`config.mk`:
```
export PLATFORM = sky130hd
export DESIGN_NAME = atu_lane
export DESIGN_NICKNAME = d
export VERILOG_FILES = /design/src/hdl/atu_pkg.sv /design/src/hdl/atu_lane.sv
export SDC_FILE = /design/constraint.sdc
export NUM_CORES = 2
export LEC_CHECK = 0
export ABC_AREA = 1
export BUFFER_PORTS_ARGS = -buffer_cell sky130_fd_sc_hd__buf_4
export CELL_PAD_IN_SITES_DETAIL_PLACEMENT = 1
export CELL_PAD_IN_SITES_GLOBAL_PLACEMENT = 1
export CORE_AREA = 4 4 335 337
export CTS_BUF_LIST = sky130_fd_sc_hd__clkbuf_2 sky130_fd_sc_hd__clkbuf_4 sky130_fd_sc_hd__clkbuf_8
export CTS_CLUSTER_DIAMETER = 60
export DETAILED_ROUTE_END_ITERATION = 6
export DIE_AREA = 0 0 339 341
export GPL_TIMING_DRIVEN = 0
export PLACE_DENSITY_LB_ADDON = 0.1
export SLEW_MARGIN = 20
export SYNTH_ARGS = -nofsm -noshare
export SYNTH_HDL_FRONTEND = slang
export SYNTH_SLANG_ARGS = --single-unit
```
`constraint.sdc`:
```
create_clock -name clk -period 7.6 [get_ports clk]
set_clock_uncertainty 0.1 [all_clocks]
set_input_delay 0.76 -clock clk [delete_from_list [all_inputs] [get_ports clk]]
set_output_delay 0.76 -clock clk [all_outputs]
set_load 0.01 [all_outputs]
```
`src/hdl/atu_pkg.sv`:
```
// Shared types, command codes and CORDIC constants for the affine transform unit.
`default_nettype none
package atu_pkg;

  localparam int FRACTION_BITS_DEF = 16;
  localparam int CORDIC_STEPS_DEF  = 16;

  localparam logic [2:0] CMD_IDENTITY  = 3'd0;
  localparam logic [2:0] CMD_SCALE     = 3'd1;
  localparam logic [2:0] CMD_SHIFT     = 3'd2;
  localparam logic [2:0] CMD_ROTATE    = 3'd3;
  localparam logic [2:0] CMD_TRANSFORM = 3'd4;

  // angle reduction datapath
  localparam int RED_W     = 58;
  localparam int RED_STEPS = 23;
  localparam int RED_CNT_W = 5;
  // CORDIC x/y/z datapath in Q30
  localparam int CW        = 34;

  localparam logic signed [RED_W-1:0] Q30_TWO_PI  = 58'sd6746518852;
  localparam logic signed [RED_W-1:0] Q30_PI      = 58'sd3373259426;
  localparam logic signed [RED_W-1:0] Q30_HALF_PI = 58'sd1686629713;
  localparam logic signed [CW-1:0]    Q30_GAIN    = 34'sd652032874;

  typedef struct packed {
    logic [2:0]         command;
    logic signed [31:0] arg_x;
    logic signed [31:0] arg_y;
    logic signed [31:0] arg_w;
  } atu_in_t;

  typedef struct packed {
    logic signed [31:0] out_x;
    logic signed [31:0] out_y;
    logic signed [31:0] out_w;
    logic               saturated;
  } atu_out_t;

  // operand feed into a lane
  typedef struct packed {
    logic       valid;
    logic       first;
    logic       last;
    logic [1:0] col;
  } lane_ctl_t;

  // finished dot product out of a lane
  typedef struct packed {
    logic               done;
    logic [1:0]         col;
    logic signed [31:0] value;
    logic               sat;
  } lane_res_t;

  function automatic logic signed [CW-1:0] atan_q30(input logic [4:0] idx);
    logic signed [CW-1:0] v;
    case (idx)
      5'd0:  v = 34'sd843314857;
      5'd1:  v = 34'sd497837829;
      5'd2:  v = 34'sd263043836;
      5'd3:  v = 34'sd133525158;
      5'd4:  v = 34'sd67021686;
      5'd5:  v = 34'sd33543515;
      5'd6:  v = 34'sd16775850;
      5'd7:  v = 34'sd8388437;
      5'd8:  v = 34'sd4194282;
      5'd9:  v = 34'sd2097149;
      5'd10: v = 34'sd1048575;
      5'd11: v = 34'sd524287;
      5'd12: v = 34'sd262143;
      5'd13: v = 34'sd131071;
      5'd14: v = 34'sd65535;
      5'd15: v = 34'sd32767;
      5'd16: v = 34'sd16383;
      5'd17: v = 34'sd8191;
      5'd18: v = 34'sd4095;
      5'd19: v = 34'sd2047;
      5'd20: v = 34'sd1023;
      5'd21: v = 34'sd511;
      5'd22: v = 34'sd255;
      5'd23: v = 34'sd127;
      default: v = '0;
    endcase
    return v;
  endfunction

endpackage
`default_nettype wire

```
`src/hdl/atu_lane.sv`:
```
// One multiply-accumulate lane: three-term dot product, rounded and saturated.
`default_nettype none
module atu_lane #(
  parameter int FRACTION_BITS = atu_pkg::FRACTION_BITS_DEF
) (
  input  wire                      clk,
  input  wire                      rst,
  input  atu_pkg::lane_ctl_t       ctl,
  input  wire logic signed [31:0]  a,
  input  wire logic signed [31:0]  b,
  output atu_pkg::lane_res_t       res
);

  localparam logic signed [66:0] HALF_LSB = 67'sd1 <<< (FRACTION_BITS - 1);
  localparam logic signed [66:0] S32_MAX  = 67'sd2147483647;
  localparam logic signed [66:0] S32_MIN  = -67'sd2147483648;

  logic signed [63:0] prod;
  atu_pkg::lane_ctl_t pctl;
  logic signed [65:0] acc;
  logic               done;
  logic [1:0]         dcol;
  logic signed [66:0] rnd;
  logic signed [66:0] scaled;

  always_ff @(posedge clk) begin
    if (rst) begin
      pctl <= '0;
      done <= 1'b0;
    end else begin
      pctl <= ctl;
      done <= pctl.valid && pctl.last;
    end
    prod <= a * b;
    dcol <= pctl.col;
    if (pctl.valid) begin
      if (pctl.first) acc <= 66'(prod);
      else acc <= acc + 66'(prod);
    end
  end

  // exact sum, then round half up at the fraction point
  assign rnd    = 67'(acc) + HALF_LSB;
  assign scaled = rnd >>> FRACTION_BITS;

  always_comb begin
    res.done = done;
    res.col  = dcol;
    res.sat  = 1'b0;
    if (scaled > S32_MAX) begin
      res.value = 32'sh7FFFFFFF;
      res.sat   = 1'b1;
    end else if (scaled < S32_MIN) begin
      res.value = 32'sh80000000;
      res.sat   = 1'b1;
    end else begin
      res.value = scaled[31:0];
    end
  end

endmodule
`default_nettype wire

```
==> flow_summary.toml <==
[clock_network]
clockRootBuffer = "clkbuf_8"
cts.sinks = 138
ctsHtreeMaxLevel = 4
cts_buffer_depth = 2
cts_buffers = 17
insertion_delay_ps = 500
clk_pin_slew_ps = 100
cts_tree = "built"

[logic_synthesis]
synth.net_count = 7888
postSynthAreaPerCell_sq_um = 7.53
ys_ff_latch = 138
synth.distinct_cells = 38
seq_area_frac_synth = 0.0701
synthArstFlopShare = 0
ys_warn_count = 0
ys.flop_type = "dfxtp_1"
synth_area_sq_um = 48800
synth_cells = 6484
synth_edf_count = 66

[worst_setup_path]
crit_start = "b[13]"
path_buf_inv = 7
cp.depth = 25
reg2reg_slack_ps = 4010
ff2ff_path_depth = 17
worstSetupStartpointType = "input pin"
timing.rr.end = "acc[56]$_DFFE_PP_"
crit_fanout = 10
critPathRequiredTime_ps = 7890
cp_common_cell = "fa_1"
critical_path.top_delay_family = "adder cells"
critical_path.max_stage_delay_ps = 630
worst_setup_path_end_kind = "flop"
cpMaxStageDelayCell = "fa_2"
arrival_ps = 7810
worstSetupPathType = "input pin to flop"
timing.rr.start = "prod[0]$_DFF_P_"

[sta]
slew_violations = 0
maxSlewHeadroom = 0.265
setup_viol = 0
fin_crit_ps = 7520
fin_crit_sh = 0.989
hold_viol_final = 0
finalHoldWorstSlack_ps = 245
fmax_mhz = 133
tightest_slew_ps = 1100

[floorplanning]
dieArea_sq_um = 116000
die_h_microns = 341
start_util = 0.449
fp.dieW_microns = 339
ioPinCount = 107
coreArea_sq_um = 109000
fp-row-count = 121

[finish]
fin_nets = 8037
area.growth.synth_to_final_pct = 9.17
drive_gt1_frac = 0.0748

[hold_path]
worst_hold_path_type = "flop to flop"
hold_end = "dcol[0]$_DFF_P_"
whs_path_depth = 0
min_from = "pctl[0]$_SDFF_PP0_"

[detailed_routing]
num_vias = 43900
drt-total-wl_mm = 213
wl_per_cell_microns = 26.4
first_iter_violations = 3578
detail_route.vias_per_cell = 5.44
antenna_left = 0
dr.pass1.iters = 5
drc = 0

[flow_run]
maxCapViolCount = 0

[global_routing]
grt_util_all_layers = 0.368
grt_pass1_vias = 48000
grt_overflow = 0
antenna_found_initial = 3
grt_first_pass_wirelength_mm = 311
grt_max_degree = 41

[run_status]
status = "finished clean"

[placed_design]
dpl.hpwl_mm = 182
io_buffers = 106
gp_congestion = 1.01
-- Yosys cell counts, types with 16 or more instances --
master | n | area (sq um)
inv_1 | 1811 | 6800
nand2_1 | 1774 | 6660
fa_1 | 1083 | 21700
nor2_1 | 440 | 1650
ha_1 | 250 | 3130
clkbuf_1 | 202 | 758
a21oi_1 | 163 | 816
nand3_1 | 144 | 721
o21ai_0 | 127 | 636
xor2_1 | 78 | 683
dfxtp_1 | 72 | 1440
edfxtp_1 | 66 | 1980
nand4_1 | 39 | 244
or2_2 | 30 | 188
xnor2_1 | 25 | 219
nor3_1 | 24 | 120
a21o_1 | 20 | 150
o21bai_1 | 20 | 150
nand3b_1 | 19 | 143
a21boi_0 | 16 | 120
-- layer usage --
| layer | track usage | up-vias | part of all wire |
|---|---|---|---|
| met5 | 0 | - | 0.000061 |
| met4 | 0.225 | 2 | 0.079 |
| met3 | 0.0560 | 619 | 0.078 |
| met2 | 0.608 | 1867 | 0.46 |
| met1 | 0.458 | 22500 | 0.38 |
| li1 | - | 18900 | - |
-- cell families (layout without fill, tap and decap cells) --
logic type,Yosys count,in the layout,share of synthesized area
adder cells (fa/ha/maj),1333,1333,0.508
AO/OA/AOI/OAI,383,383,0.0437
buffers and inverters,2025,2187,0.156
other,0,2,0
AND/OR/NAND/NOR,2502,2502,0.203
flip-flops,138,138,0.0701
XOR/XNOR,103,103,0.0185
-- sequential cells by signal, summed over array words and instances, names as in the netlist --
register  flops
done          1
acc          66
pctl          5
dcol          2
prod         64
-- layout make-up --
| cell class | count | area (sq um) |
|---|---|---|
| fillers | 13600 | 55500 |
| clock inverters | 15 | 181 |
| clock buffers | 17 | 234 |
| diodes | 2 | 5.00 |
| multi-input cells | 4321 | 38200 |
| repair buffers | 131 | 1070 |
| plain buffers | 212 | 1620 |
| flip-flops and latches | 138 | 3430 |
| inverters | 1812 | 6810 |
| well taps | 1414 | 1770 |
-- cells in the final DEF (no fill, tap or decap), types with 16 or more instances in the layout --
| cell | Yosys | layout |
|---|---|---|
| a21o_1 | 20 | 20 |
| a21oi_1 | 163 | 158 |
| buf_2 | 0 | 23 |
| buf_4 | 4 | 148 |
| buf_6 | 3 | 38 |
| clkbuf_1 | 202 | 16 |
| clkbuf_2 | 0 | 46 |
| clkbuf_4 | 0 | 48 |
| clkbuf_8 | 0 | 21 |
| dfxtp_1 | 72 | 71 |
| edfxtp_1 | 66 | 66 |
| fa_1 | 1083 | 1057 |
| fa_2 | 0 | 26 |
| ha_1 | 250 | 233 |
| inv_1 | 1811 | 1803 |
| nand2_1 | 1774 | 1765 |
| nand3_1 | 144 | 141 |
| nand3b_1 | 19 | 19 |
| nand4_1 | 39 | 39 |
| nor2_1 | 440 | 426 |
| nor2_2 | 6 | 19 |
| nor3_1 | 24 | 20 |
| o21ai_0 | 127 | 119 |
| o21bai_1 | 20 | 17 |
| or2_2 | 30 | 30 |
| xnor2_1 | 25 | 25 |
| xor2_1 | 78 | 78 |
-- how the worst max path moves through the flow --
stage | to | slack [ps]
final | prod[49]$_DFF_P_ | 80
after CTS | prod[49]$_DFF_P_ | 5
after global placement | prod[63]$_DFF_P_ | -1950
after floorplan | prod[63]$_DFF_P_ | 4
after detailed placement | prod[63]$_DFF_P_ | -2090
after global routing | prod[53]$_DFF_P_ | -20
-- stage by stage --
stage	cell area (sq um)	setup TNS, ps	utilization	std cells	setup WS (ps)
floorplan	48900	0	-	6484	4.33
global placement	51400	-51870	0.472	8004	-1950
global route	53300	-39.5	0.490	8061	-17.9
CTS	52600	0	0.483	8054	4.80
detailed placement	51500	-51380	0.473	8005	-2090
finish	53300	0	0.490	8062	80.1
-- repair_timing --
| action | CTS | global route |
|---|---|---|
| endpoints found under the setup margin | 40 | 32 |
| setup buffers | 18 | 6 |
| endpoints found under the hold margin | 0 | 0 |
| gates resized for setup | 266 | 370 |
| hold buffers | 0 | 0 |
| pin swaps | 7 | 18 |
Power is not shown: default switching activity piles up to over one toggle a cycle in this logic, so the estimate is an artifact.
